`src/hw/rtl/apbm_pkg.sv`:
```
`timescale 1ns / 1ps
// ----------------------------------------------------------------------------
// apbm_pkg
// Shared constants and codes for the ASK/PSK bit modulator.
// ----------------------------------------------------------------------------
package apbm_pkg;

   localparam int QUEUE_DEPTH_DEF     = 32;
   localparam int FRAME_WIDTH_DEF     = 32;
   localparam int MAX_SYMBOL_BITS_DEF = 4;

   localparam int TICK_W      = 12;
   localparam int WORD_W      = 32;
   localparam int REQ_USER_W  = 2;
   localparam int CSR_INDEX_W = 2;
   localparam int CSR_DATA_W  = 8;
   localparam int RSP_DATA_W  = 16;
   localparam int PENDING_W   = 6;
   localparam int BPS_W       = 3;
   localparam int PPB_W       = 8;
   localparam int FLEN_W      = 6;
   localparam int MODE_W      = 2;

   localparam logic [REQ_USER_W-1:0] REQ_APPEND = 2'd0;
   localparam logic [REQ_USER_W-1:0] REQ_START  = 2'd1;
   localparam logic [REQ_USER_W-1:0] REQ_TICK   = 2'd2;

   localparam logic [MODE_W-1:0] MODE_ASK  = 2'd0;
   localparam logic [MODE_W-1:0] MODE_DPSK = 2'd2;

   localparam logic [CSR_INDEX_W-1:0] REG_MODE = 2'd0;
   localparam logic [CSR_INDEX_W-1:0] REG_BPS  = 2'd1;
   localparam logic [CSR_INDEX_W-1:0] REG_PPB  = 2'd2;
   localparam logic [CSR_INDEX_W-1:0] REG_FLEN = 2'd3;

endpackage

```
`src/hw/rtl/apbm_ram.sv`:
```
`timescale 1ns / 1ps
// ----------------------------------------------------------------------------
// apbm_ram
// Generic single-write, single-read RAM with registered read data.
// ----------------------------------------------------------------------------
module apbm_ram #(
   parameter int WIDTH = 32,
   parameter int DEPTH = 32
) (
   input  logic                     clock,
   input  logic                     wr_en,
   input  logic [$clog2(DEPTH)-1:0] wr_addr,
   input  logic [WIDTH-1:0]         wr_data,
   input  logic                     rd_en,
   input  logic [$clog2(DEPTH)-1:0] rd_addr,
   output logic [WIDTH-1:0]         rd_data
);

   logic [WIDTH-1:0] mem [DEPTH];
   logic [WIDTH-1:0] rd_data_ff;

   always_ff @(posedge clock) begin
      if (wr_en) begin
         mem[wr_addr] <= wr_data;
      end
      if (rd_en) begin
         rd_data_ff <= mem[rd_addr];
      end
   end

   assign rd_data = rd_data_ff;

endmodule

```
`src/hw/rtl/ask_psk_bit_modulator_top.sv`:
```
`timescale 1ns / 1ps
// ----------------------------------------------------------------------------
// ask_psk_bit_modulator_top
// Queued-frame ASK / PSK / DPSK square-wave line modulator.
//
// Usage:
//  - req channel: tuser carries the request kind (append, start, tick),
//    tdata the frame word for an append. Every request transfer yields
//    exactly one rsp transfer with the line level and queue status.
//  - csr port: write-only registers (mode, bits per symbol, periods per
//    bit, frame length), to be written by the user only while the block
//    is idle; the block itself does not enforce this.
//  - Append, start and ticks while done respond in the cycle after the
//    transfer. An ASK tick reads the frame RAM, then updates the bit. A
//    PSK tick inside a symbol only updates the phase; one starting a symbol
//    reads RAM once per gathered bit, then updates symbol and phase.
//  - One request is processed at a time; req_tready is low while a tick
//    is in progress or a response waits on a stalled receiver.
//  - Reset restores register defaults, empties the queue, sets done and
//    parks the line idle. Queue RAM contents are not cleared.
// ----------------------------------------------------------------------------
module ask_psk_bit_modulator_top #(
   parameter int QUEUE_DEPTH     = apbm_pkg::QUEUE_DEPTH_DEF,
   parameter int FRAME_WIDTH     = apbm_pkg::FRAME_WIDTH_DEF,
   parameter int MAX_SYMBOL_BITS = apbm_pkg::MAX_SYMBOL_BITS_DEF
) (
   input  logic                               clock,
   input  logic                               reset,
   // tuser: [1:0] req_type
   input  logic [apbm_pkg::REQ_USER_W-1:0]    req_tuser,
   // tdata: [31:0] frame_word
   input  logic [apbm_pkg::WORD_W-1:0]        req_tdata,
   input  logic                               req_tvalid,
   output logic                               req_tready,
   // tdata: [0] load_active, [1] tx_done, [2] frame_dropped,
   //        [8:3] frames_pending, [15:9] zero
   output logic [apbm_pkg::RSP_DATA_W-1:0]    rsp_tdata,
   output logic                               rsp_tvalid,
   input  logic                               rsp_tready,
   input  logic                               csr_we,
   input  logic [apbm_pkg::CSR_INDEX_W-1:0]   csr_index,
   input  logic [apbm_pkg::CSR_DATA_W-1:0]    csr_wdata
);

   import apbm_pkg::*;

   localparam int QW    = $clog2(QUEUE_DEPTH);
   localparam int CW    = $clog2(QUEUE_DEPTH + 1);
   localparam int BPW   = $clog2(FRAME_WIDTH);
   localparam int SW    = MAX_SYMBOL_BITS;
   localparam int IW    = $clog2(MAX_SYMBOL_BITS + 1);
   localparam int LEN_W = ($clog2(FRAME_WIDTH + 1) > FLEN_W) ?
                          $clog2(FRAME_WIDTH + 1) : FLEN_W;

   typedef enum logic [2:0] {
      S_IDLE,
      S_FETCH,
      S_ASK_BIT,
      S_GATHER,
      S_PSK_BIT,
      S_SYMBOL,
      S_PHASE
   } state_type;

   state_type state_ff, state_in;

   logic [MODE_W-1:0] mode_ff, mode_in;
   logic [BPS_W-1:0]  bps_ff, bps_in;
   logic [PPB_W-1:0]  ppb_ff, ppb_in;
   logic [FLEN_W-1:0] flen_ff, flen_in;

   logic [QW-1:0]     head_ff, head_in;
   logic [CW-1:0]     count_ff, count_in;
   logic [BPW-1:0]    bp_ff, bp_in;
   logic [TICK_W-1:0] tc_ff, tc_in;
   logic [SW-1:0]     sym_ff, sym_in;
   logic              idle_ff, idle_in;
   logic              finished_ff, finished_in;
   logic [SW-1:0]     bits_ff, bits_in;
   logic [IW-1:0]     gcnt_ff, gcnt_in;
   logic              dropped_ff, dropped_in;
   logic              rsp_valid_ff, rsp_valid_in;

   logic                   ram_wr_en;
   logic [QW-1:0]          ram_wr_addr;
   logic [FRAME_WIDTH-1:0] ram_wr_data;
   logic                   ram_rd_en;
   logic [FRAME_WIDTH-1:0] ram_rd_data;

   logic                req_xfer;
   logic [LEN_W-1:0]    len_raw, eff_len, eff_len_m1;
   logic [BPS_W-1:0]    eff_n;
   logic [SW:0]         tpp;
   logic [SW-1:0]       sym_mask, sym_half, phase;
   logic [TICK_W:0]     tick_inc, ask_limit, psk_limit;
   logic [CW:0]         wr_sum;
   logic                cur_bit;
   logic [BPW-1:0]      adv_bp;
   logic [QW-1:0]       adv_head;
   logic [CW-1:0]       adv_count;

   apbm_ram #(
      .WIDTH (FRAME_WIDTH),
      .DEPTH (QUEUE_DEPTH)
   ) u_queue (
      .clock   (clock),
      .wr_en   (ram_wr_en),
      .wr_addr (ram_wr_addr),
      .wr_data (ram_wr_data),
      .rd_en   (ram_rd_en),
      .rd_addr (head_ff),
      .rd_data (ram_rd_data)
   );

   assign req_tready = (state_ff == S_IDLE) && (!rsp_valid_ff || rsp_tready);
   assign req_xfer   = req_tvalid && req_tready;
   assign rsp_tvalid = rsp_valid_ff;
   assign rsp_tdata  = {(RSP_DATA_W - PENDING_W - 3)'(0), PENDING_W'(count_ff),
                        dropped_ff, finished_ff, ~idle_ff};

   // effective frame length and symbol width
   always_comb begin
      len_raw = LEN_W'(flen_ff);
      if (len_raw == '0) begin
         eff_len = LEN_W'(1);
      end else if (len_raw > LEN_W'(FRAME_WIDTH)) begin
         eff_len = LEN_W'(FRAME_WIDTH);
      end else begin
         eff_len = len_raw;
      end
      eff_len_m1 = eff_len - LEN_W'(1);

      if (bps_ff == '0) begin
         eff_n = BPS_W'(1);
      end else if (bps_ff > BPS_W'(MAX_SYMBOL_BITS)) begin
         eff_n = BPS_W'(MAX_SYMBOL_BITS);
      end else begin
         eff_n = bps_ff;
      end
   end

   assign tpp       = (SW + 1)'(1) << eff_n;
   assign sym_mask  = SW'(tpp - (SW + 1)'(1));
   assign sym_half  = SW'(tpp >> 1);
   assign phase     = (tc_ff[SW-1:0] + sym_ff) & sym_mask;
   assign tick_inc  = {1'b0, tc_ff} + (TICK_W + 1)'(1);
   assign ask_limit = (TICK_W + 1)'({ppb_ff, 1'b0});
   assign psk_limit = (TICK_W + 1)'(ppb_ff) << eff_n;
   assign cur_bit   = ram_rd_data[bp_ff];

   assign wr_sum      = (CW + 1)'(head_ff) + (CW + 1)'(count_ff);
   assign ram_wr_addr = (wr_sum >= (CW + 1)'(QUEUE_DEPTH)) ?
                        QW'(wr_sum - (CW + 1)'(QUEUE_DEPTH)) : QW'(wr_sum);
   assign ram_wr_data = FRAME_WIDTH'(req_tdata);

   // next bit position / queue pointer after one bit is consumed
   always_comb begin
      adv_bp    = bp_ff - BPW'(1);
      adv_head  = head_ff;
      adv_count = count_ff;
      if (bp_ff == '0) begin
         adv_bp   = eff_len_m1[BPW-1:0];
         adv_head = (head_ff == QW'(QUEUE_DEPTH - 1)) ? '0 : head_ff + QW'(1);
         if (count_ff != '0) begin
            adv_count = count_ff - CW'(1);
         end
      end
   end

   always_comb begin
      state_in     = state_ff;
      mode_in      = mode_ff;
      bps_in       = bps_ff;
      ppb_in       = ppb_ff;
      flen_in      = flen_ff;
      head_in      = head_ff;
      count_in     = count_ff;
      bp_in        = bp_ff;
      tc_in        = tc_ff;
      sym_in       = sym_ff;
      idle_in      = idle_ff;
      finished_in  = finished_ff;
      bits_in      = bits_ff;
      gcnt_in      = gcnt_ff;
      dropped_in   = dropped_ff;
      rsp_valid_in = rsp_valid_ff && !rsp_tready;
      ram_wr_en    = 1'b0;
      ram_rd_en    = 1'b0;

      if (csr_we) begin
         unique case (csr_index)
            REG_MODE: mode_in = csr_wdata[MODE_W-1:0];
            REG_BPS:  bps_in  = csr_wdata[BPS_W-1:0];
            REG_PPB:  ppb_in  = csr_wdata[PPB_W-1:0];
            REG_FLEN: flen_in = csr_wdata[FLEN_W-1:0];
            default: ;
         endcase
      end

      unique case (state_ff)
         S_IDLE: begin
            if (req_xfer) begin
               dropped_in = 1'b0;
               unique case (req_tuser)
                  REQ_APPEND: begin
                     rsp_valid_in = 1'b1;
                     if (count_ff >= CW'(QUEUE_DEPTH)) begin
                        dropped_in = 1'b1;
                     end else begin
                        ram_wr_en = 1'b1;
                        count_in  = count_ff + CW'(1);
                     end
                  end
                  REQ_START: begin
                     rsp_valid_in = 1'b1;
                     bp_in        = eff_len_m1[BPW-1:0];
                     tc_in        = '0;
                     sym_in       = '0;
                     idle_in      = 1'b1;
                     finished_in  = 1'b0;
                  end
                  REQ_TICK: begin
                     if (finished_ff) begin
                        rsp_valid_in = 1'b1;
                     end else if (mode_ff != MODE_ASK && tc_ff != '0) begin
                        state_in = S_PHASE;
                     end else if (count_ff == '0) begin
                        rsp_valid_in = 1'b1;
                        idle_in      = 1'b0;
                        finished_in  = 1'b1;
                     end else if (mode_ff == MODE_ASK) begin
                        state_in = S_FETCH;
                     end else begin
                        bits_in  = '0;
                        gcnt_in  = '0;
                        state_in = S_GATHER;
                     end
                  end
                  default: begin
                     rsp_valid_in = 1'b1;
                  end
               endcase
            end
         end
         S_FETCH: begin
            ram_rd_en = 1'b1;
            state_in  = (mode_ff == MODE_ASK) ? S_ASK_BIT : S_PSK_BIT;
         end
         S_ASK_BIT: begin
            idle_in = cur_bit ? ~idle_ff : 1'b1;
            if ((tick_inc & (TICK_W + 1)'({TICK_W{1'b1}})) >= ask_limit) begin
               tc_in    = '0;
               bp_in    = adv_bp;
               head_in  = adv_head;
               count_in = adv_count;
            end else begin
               tc_in = tick_inc[TICK_W-1:0];
            end
            rsp_valid_in = 1'b1;
            state_in     = S_IDLE;
         end
         S_GATHER: begin
            if (gcnt_ff == IW'(eff_n)) begin
               state_in = S_SYMBOL;
            end else if (count_ff != '0) begin
               state_in = S_FETCH;
            end else begin
               bits_in = SW'({bits_ff, 1'b0});
               gcnt_in = gcnt_ff + IW'(1);
            end
         end
         S_PSK_BIT: begin
            bits_in  = SW'({bits_ff, cur_bit});
            gcnt_in  = gcnt_ff + IW'(1);
            bp_in    = adv_bp;
            head_in  = adv_head;
            count_in = adv_count;
            state_in = S_GATHER;
         end
         S_SYMBOL: begin
            if (mode_ff == MODE_DPSK) begin
               sym_in = (sym_ff + bits_ff) & sym_mask;
            end else begin
               sym_in = bits_ff & sym_mask;
            end
            state_in = S_PHASE;
         end
         S_PHASE: begin
            idle_in = (phase < sym_half);
            if (tick_inc >= psk_limit) begin
               tc_in = '0;
            end else begin
               tc_in = tick_inc[TICK_W-1:0];
            end
            rsp_valid_in = 1'b1;
            state_in     = S_IDLE;
         end
         default: begin
            state_in = S_IDLE;
         end
      endcase
   end

   always_ff @(posedge clock) begin
      if (reset) begin
         state_ff     <= S_IDLE;
         mode_ff      <= MODE_ASK;
         bps_ff       <= BPS_W'(1);
         ppb_ff       <= PPB_W'(10);
         flen_ff      <= FLEN_W'(8);
         head_ff      <= '0;
         count_ff     <= '0;
         bp_ff        <= '0;
         tc_ff        <= '0;
         sym_ff       <= '0;
         idle_ff      <= 1'b1;
         finished_ff  <= 1'b1;
         dropped_ff   <= 1'b0;
         rsp_valid_ff <= 1'b0;
      end else begin
         state_ff     <= state_in;
         mode_ff      <= mode_in;
         bps_ff       <= bps_in;
         ppb_ff       <= ppb_in;
         flen_ff      <= flen_in;
         head_ff      <= head_in;
         count_ff     <= count_in;
         bp_ff        <= bp_in;
         tc_ff        <= tc_in;
         sym_ff       <= sym_in;
         idle_ff      <= idle_in;
         finished_ff  <= finished_in;
         dropped_ff   <= dropped_in;
         rsp_valid_ff <= rsp_valid_in;
      end
      bits_ff <= bits_in;
      gcnt_ff <= gcnt_in;
   end

endmodule

```
`config.mk`:
```
export PLATFORM = sky130hd
export DESIGN_NAME = ask_psk_bit_modulator_top
export DESIGN_NICKNAME = d
export VERILOG_FILES = /design/src/hw/rtl/apbm_pkg.sv /design/src/hw/rtl/apbm_ram.sv /design/src/hw/rtl/ask_psk_bit_modulator_top.sv
export SDC_FILE = /design/constraint.sdc
export NUM_CORES = 1
export LEC_CHECK = 0
export ABC_CLOCK_PERIOD_IN_PS = 5600
export BUFFER_PORTS_ARGS = -buffer_cell sky130_fd_sc_hd__buf_2
export CORE_ASPECT_RATIO = 0.9
export CORE_UTILIZATION = 50
export DETAILED_ROUTE_END_ITERATION = 6
export HOLD_SLACK_MARGIN = 0.1
export PLACE_DENSITY = 0.66
export SYNTH_ARGS = -nofsm -noshare
export SYNTH_HDL_FRONTEND = slang
export SYNTH_SLANG_ARGS = --single-unit
```
`constraint.sdc`:
```
create_clock -name clock -period 5.6 [get_ports clock]
set_input_delay 1.68 -clock clock [delete_from_list [all_inputs] [get_ports clock]]
set_output_delay 1.68 -clock clock [all_outputs]
set_load 0.02 [all_outputs]
```
[Yosys cells after proc, flatten, opt, wreduce, memory -nomap -nowiden]
Memory sizes are Yosys's and may differ from the RTL's. A register that Yosys moved wholly into a read port is not among the register bits.
Index checks and enable logic that the tools add are counted.
Word-level totals
  output and inout bits: 18
  bits of input ports: 49
  memories: 1
  bits in registers: 65
  bits in writable memories: 1024
Memory list
  u_queue.mem: depth 32, bits a word 32, read ports 1, clocked after Yosys merged registers in 1, wr ports 1, RTL line apbm_ram.sv:19  | logic [WIDTH-1:0] mem [DEPTH];
Operators by class
  $lt $le $gt $ge: 8
  shift operators: 2
  bitwise gates (word level): 4
  add/sub/neg operators: 12
  reductions and logical operators: 39
  eq/ne operators: 32
  multiplexer cells: 86
Operators with widths (count)
  3-bit two-way mux: 18
  5-bit two-way mux: 10
  12-bit two-way mux: 4
  4-bit two-way mux: 11
  6-bit two-way mux: 6
  12-bit case mux with 3 select lines: 1
  1-bit two-way mux: 23
  2-bit inequality test, second input constant: 9
  6-bit case mux with 3 select lines: 1
  3-bit inequality test, second input constant: 5
  3-bit case mux with 5 select lines: 1
  5-bit case mux with 3 select lines: 1
  5-bit by 1-bit subtractor with 5-bit output, second input constant: 3
  12-bit by 1-bit adder with 13-bit output, second input constant: 1
  13-bit greater-or-equal comparator: 1
  8-bit by 3-bit left shift with 13-bit output: 1
  4-bit bitwise AND: 3
  12-bit by 9-bit greater-or-equal comparator with 1-bit output: 1
  6-bit zero test: 2
  4-bit case mux with 3 select lines: 1
  2-bit AND reduction: 6
  12-bit nonzero test: 1
  5-bit case mux with 2 select lines: 1
  5-bit AND reduction: 2
  other kinds (44): 70

[Depth between registers and ports, before layout]
  depth in word-level cells: 8
  mapped depth: 13
  gate-level depth less buffers: 12

[Modules after synthesis]
A second synthesis with hierarchy kept.
Unflattened totals
  cells, all modules: 2905
  area, all modules: 46047.9 µm²
By module, submodules not included
  apbm_ram: cells each 2260, area each 40812.9 µm², seq. area each 31710.4 µm², times used 1
  ask_psk_bit_modulator_top: cells each 645, area each 5235.0 µm², seq. area each 1371.3 µm², times used 1

[Worst setup path after synthesis]
No wires, ideal clock.
  kind: input to register
  start point: input req_tuser[0] (netlist name)
  end point: memory u_queue.mem[0][0] (enable)
  slack: 1155 ps
  arrival: 4024 ps
  path buffers: 1
  cell stages on the path: 7
  library setup time: 421 ps
  path through: inv_1 ha_1 nor2b_1 nand2_1 or3_1 clkbuf_1 nor2_1
On the way
  longest elaborated chain between the ends: 6
RTL lines
  start: declaration: RTL line ask_psk_bit_modulator_top.sv:30  | input logic [apbm_pkg::REQ_USER_W-1:0] req_tuser,
  2-bit zero test: RTL line ask_psk_bit_modulator_top.sv:204  | unique case (req_tuser)
  1-bit two-way mux: RTL line ask_psk_bit_modulator_top.sv:204
  1-bit two-way mux: RTL line ask_psk_bit_modulator_top.sv:202  | if (req_xfer) begin
  1-bit two-way mux: RTL line ask_psk_bit_modulator_top.sv:200  | unique case (state_ff)
  1-bit two-way mux: RTL line apbm_ram.sv:23  | if (wr_en) begin
  1-bit two-way mux (implied by the code): RTL line apbm_ram.sv:24  | mem[wr_addr] <= wr_data;
  end: declaration: RTL line apbm_ram.sv:19
No other way between the ends.

[Worst setup path after layout]
  start point: register tc_ff[1]
  end point: register tc_ff[6]
On the way
  longest elaborated chain between the ends: 4
  elaborated cells on any way between the ends: 6
RTL lines
  start: declaration: RTL line ask_psk_bit_modulator_top.sv:75  | logic [TICK_W-1:0] tc_ff, tc_in;
  start signal: assignment: RTL line ask_psk_bit_modulator_top.sv:329  | tc_ff <= tc_in;
  12-bit by 1-bit adder with 13-bit output (*): RTL line ask_psk_bit_modulator_top.sv:146  | assign tick_inc = {1'b0, tc_ff} + (TICK_W + 1)'(1);
  13-bit greater-or-equal comparator / 12-bit by 9-bit greater-or-equal comparator with 1-bit output (equally long branches): RTL line ask_psk_bit_modulator_top.sv:290, ask_psk_bit_modulator_top.sv:251
  12-bit two-way mux (on tied branches): RTL line ask_psk_bit_modulator_top.sv:290, ask_psk_bit_modulator_top.sv:251
  12-bit case mux with 3 select lines (*): RTL line ask_psk_bit_modulator_top.sv:200
Every way passes the cells marked *; elsewhere a longest branch is shown, timed or not.
A chain may end at the register's enable or synchronous reset.

==> metrics.md <==
| Metric | Value |
|---|---|
| Post-synth top cells | 1063 x edfxtp_1, 328 x mux4_2, 89 x nor2_1 |
| Setup crit start kind | flop |
| Die Y | about 290 um |
| Setup TNS Final | 0 ns |
| DR vias/cell | 6.20 |
| Initial antenna violation count | 7 |
| Placed insts | around 3300 |
| Port Buffer Count | between 50 and 60 |
| Layout Cells excl Fill | approximately 3500 |
| DRT iter0 DRCs | roughly 2600 |
| Least-Margin Pin Slew | about 1.1 ns |
| WL/cell | ~29 um |
| Largest net degree at the start of global routing | 146 |
| WS Path Type | reg2reg |
| Root Buffer | clkbuf_16 |
| Outcome | complete, no violations |
| Final Cycle Share | 0.746 |
| IO Pins | 67 |
| Critical Path AT | 4.77 ns |
| RSZ-0062 raised after global routing | false |
| Top post-synthesis cells by area | edfxtp_1 71%, mux4_2 16%, dfxtp_1 2.6% |
| Comb power frac | 0.019 |
| Seq pwr share | 0.547 |
| Fmax | between 200 and 250 MHz |
| Cts hold-fix bufs | 0 |
| Maximum buffer depth of the clock tree | 3 |
| Mean area per synthesized cell | between 20 and 25 sq um |
| Yosys reg bits | ~1100 |
| Worst slew margin | 0.233 |
| Number of flops mapped to enable cells by yosys | 1063 |
| Placer Congestion | 0.838 |
| Remaining antenna violation count | 0 |
| Clk slew on worst S/H paths | 0.06 ns |
| Async SR Flop Fraction | 0 |
| Via count of the routed design | roughly 22000 |
| Pre-CTS setup slack | about 1.1 ns |
| P&R area growth vs syn | 12.3% |
| PD cells | 333 nW/um^2 |
| Mapped Cells | ~2200 |
| Final nets | 2359 |
| Count leader, synth | edfxtp_1 |
| Core Area | approximately 89000 sq um |
| Sequential area share after synthesis | 0.734 |
| Clock period minus worst slack | approximately 4.2 ns |
| Number of global-route vias before repair | 21900 |
| Resize count post-CTS | 0 |
| Final Max Slew Viols | 0 |
| CTS tree | built |
| Maximum VDD drop | 328 uV |
| Fill count | between 6000 and 7000 |
| DRC viols | 0 |
| Final Hold Fails | 0 |
| Chip Width | between 300 and 400 um |
| Net Switching | ~0.0034 W |
| FF/Latch Area | between 30000 and 40000 sq um |
| Warnings from Yosys | 0 |
| Synth Cell Area | 45000 sq um |
| Finish-stage setup viols | 0 |
| Data required, critical path | approximately 6.2 ns |
| HPWL Detailed | 62.5 mm |
| Clock network fraction of total power | 0.434 |
| Worst hold-check path type | reg2reg |
| Die Footprint | ~91000 sq um |
| Post-CTS Setup Bufs | 0 |
| Total Power | 0.0168 W |
| Post-Route Skew | roughly 0.019 ns |
| Cell area after placement | about 47000 sq um |
| Multi-input logic area | roughly 12000 sq um |
| Gr ovfl total | 0 |
| Post-route worst setup slack | ~1.4 ns |
| Max_cap viols | 0 |
| Synth Flop Type | edfxtp_1 |
| Initial Utilization | 0.504 |
| Row cnt | 104 |
| Max H-tree Level | 3 |
| Global Route Usage Sum | 0.224 |
| # clock sinks | 1121 |
| Post-synth top area cell | edfxtp_1 |
| Internal power | 0.0135 W |
| CP Capture Type | flop |
| Sw Share | 0.200 |
| Final instance area | 50600 sq um |
| First-pass GRT wire length | between 100 and 150 mm |
| 1st-pass router iterations | 5 |
| Lkg Pwr | ~16 nW |
| Unique masters post-synth | 81 |
| Clk_lat worst skew | 0.68 ns |
| Share of cells above drive strength 1 | 0.292 |
| CP Max Fanout | 17 |
| Yosys top cell area share | 0.709 |
| CTS buffer count | about 110 |
| Final wirelength | just over 100 mm |
## through the flow
step            util  hold WS (ns)
6_report       0.566         0.495
5_1_grt        0.566         0.543
4_1_cts        0.566         0.491
3_5_place_dp   0.526         0.482
3_3_place_gp   0.526         0.473
2_1_floorplan      -         0.450
## layer usage
metal  wire length (um)  global-route usage
met2              47300               0.347
met4               1760              0.0483
met1              44600               0.344
met5                  0                   0
met3               6860              0.0296
## logic make-up (layout without fill, tap and decap cells)
kind of cell | count (synthesis) | in the layout | synth area share
flip-flops | 1121 | 1121 | 0.734
multiplexers | 384 | 384 | 0.177
AND/OR/NAND/NOR | 261 | 261 | 0.0291
AO/OA/AOI/OAI | 159 | 159 | 0.0236
buffers and inverters | 146 | 332 | 0.0146
adder cells (fa/ha/maj) | 52 | 52 | 0.0151
XOR/XNOR | 29 | 29 | 0.00564
other | 2 | 10 | 0.000167
## worst max-delay path, stage by stage (launching register included)
cell	delay (ns)
dfxtp_1	0.49
ha_1	0.30
nand3_2	0.21
and2_2	0.28
or2_2	0.32
ha_1	0.20
a211oi_1	0.29
a2bb2oi_1	0.44
nand3_1	0.24
nor4_4	0.84
nor2_1	0.25
o21ai_0	0.22
## area by class of cell
type                            count  share of cell area
Sequential cell                  1121               0.654
Timing Repair Buffer              106              0.0155
Clock buffer                      126              0.0556
Inverter                           27             0.00200
Clock inverter                     73              0.0151
Tap cell                         1166              0.0288
Antenna cell                        1           0.0000495
Multi-Input combinational cell    894               0.229
## sequential cells by signal (all words and copies together), names as in the netlist
| name | cells |
|---|---|
| u_queue.mem | 1024 |
| flen_ff | 6 |
| ppb_ff | 8 |
| sym_ff | 4 |
| dropped_ff | 1 |
| gcnt_ff | 3 |
| count_ff | 6 |
| idle_ff | 1 |
| finished_ff | 1 |
| u_queue.rd_data | 32 |
| bits_ff | 4 |
| state_ff | 3 |
| mode_ff | 2 |
| bps_ff | 3 |
| bp_ff | 5 |
| tc_ff | 12 |
| rsp_tvalid | 1 |
| head_ff | 5 |
## power groups by stage
| stage | clock, W | combinational, W | sequential (W) |
|---|---|---|---|
| 3_5_place_dp | 0 | 0.000324 | 0.00938 |
| 3_3_place_gp | 0 | 0.000310 | 0.00938 |
| 2_1_floorplan | 0 | 0.000125 | 0.00937 |
| 4_1_cts | 0.00743 | 0.000325 | 0.00920 |
| 5_1_grt | 0.00773 | 0.000350 | 0.00920 |
| 6_report | 0.00730 | 0.000325 | 0.00921 |
## layout by cell type, fill, tap and decap left out, types with 36 or more instances in the layout
cell type and count:
clkbuf_16 110, a21oi_1 50, edfxtp_1 1063, ha_1 48
buf_2 59, nor2_1 57, nand2_1 61, buf_4 36
dfxtp_1 53, mux4_2 328
## path summary, 6_finish.rpt
check / start / to / slack (ns) / cells past startpoint
worst max-delay path: tc_ff[1] / tc_ff[6] / 1.42 / 11
worst max register to register: tc_ff[1] / tc_ff[6] / 1.42 / 11
worst min register to register: dropped_ff / dropped_ff / 0.49 / 2
worst min-delay path: dropped_ff / dropped_ff / 0.49 / 2
(Power assumes the default switching activity.)
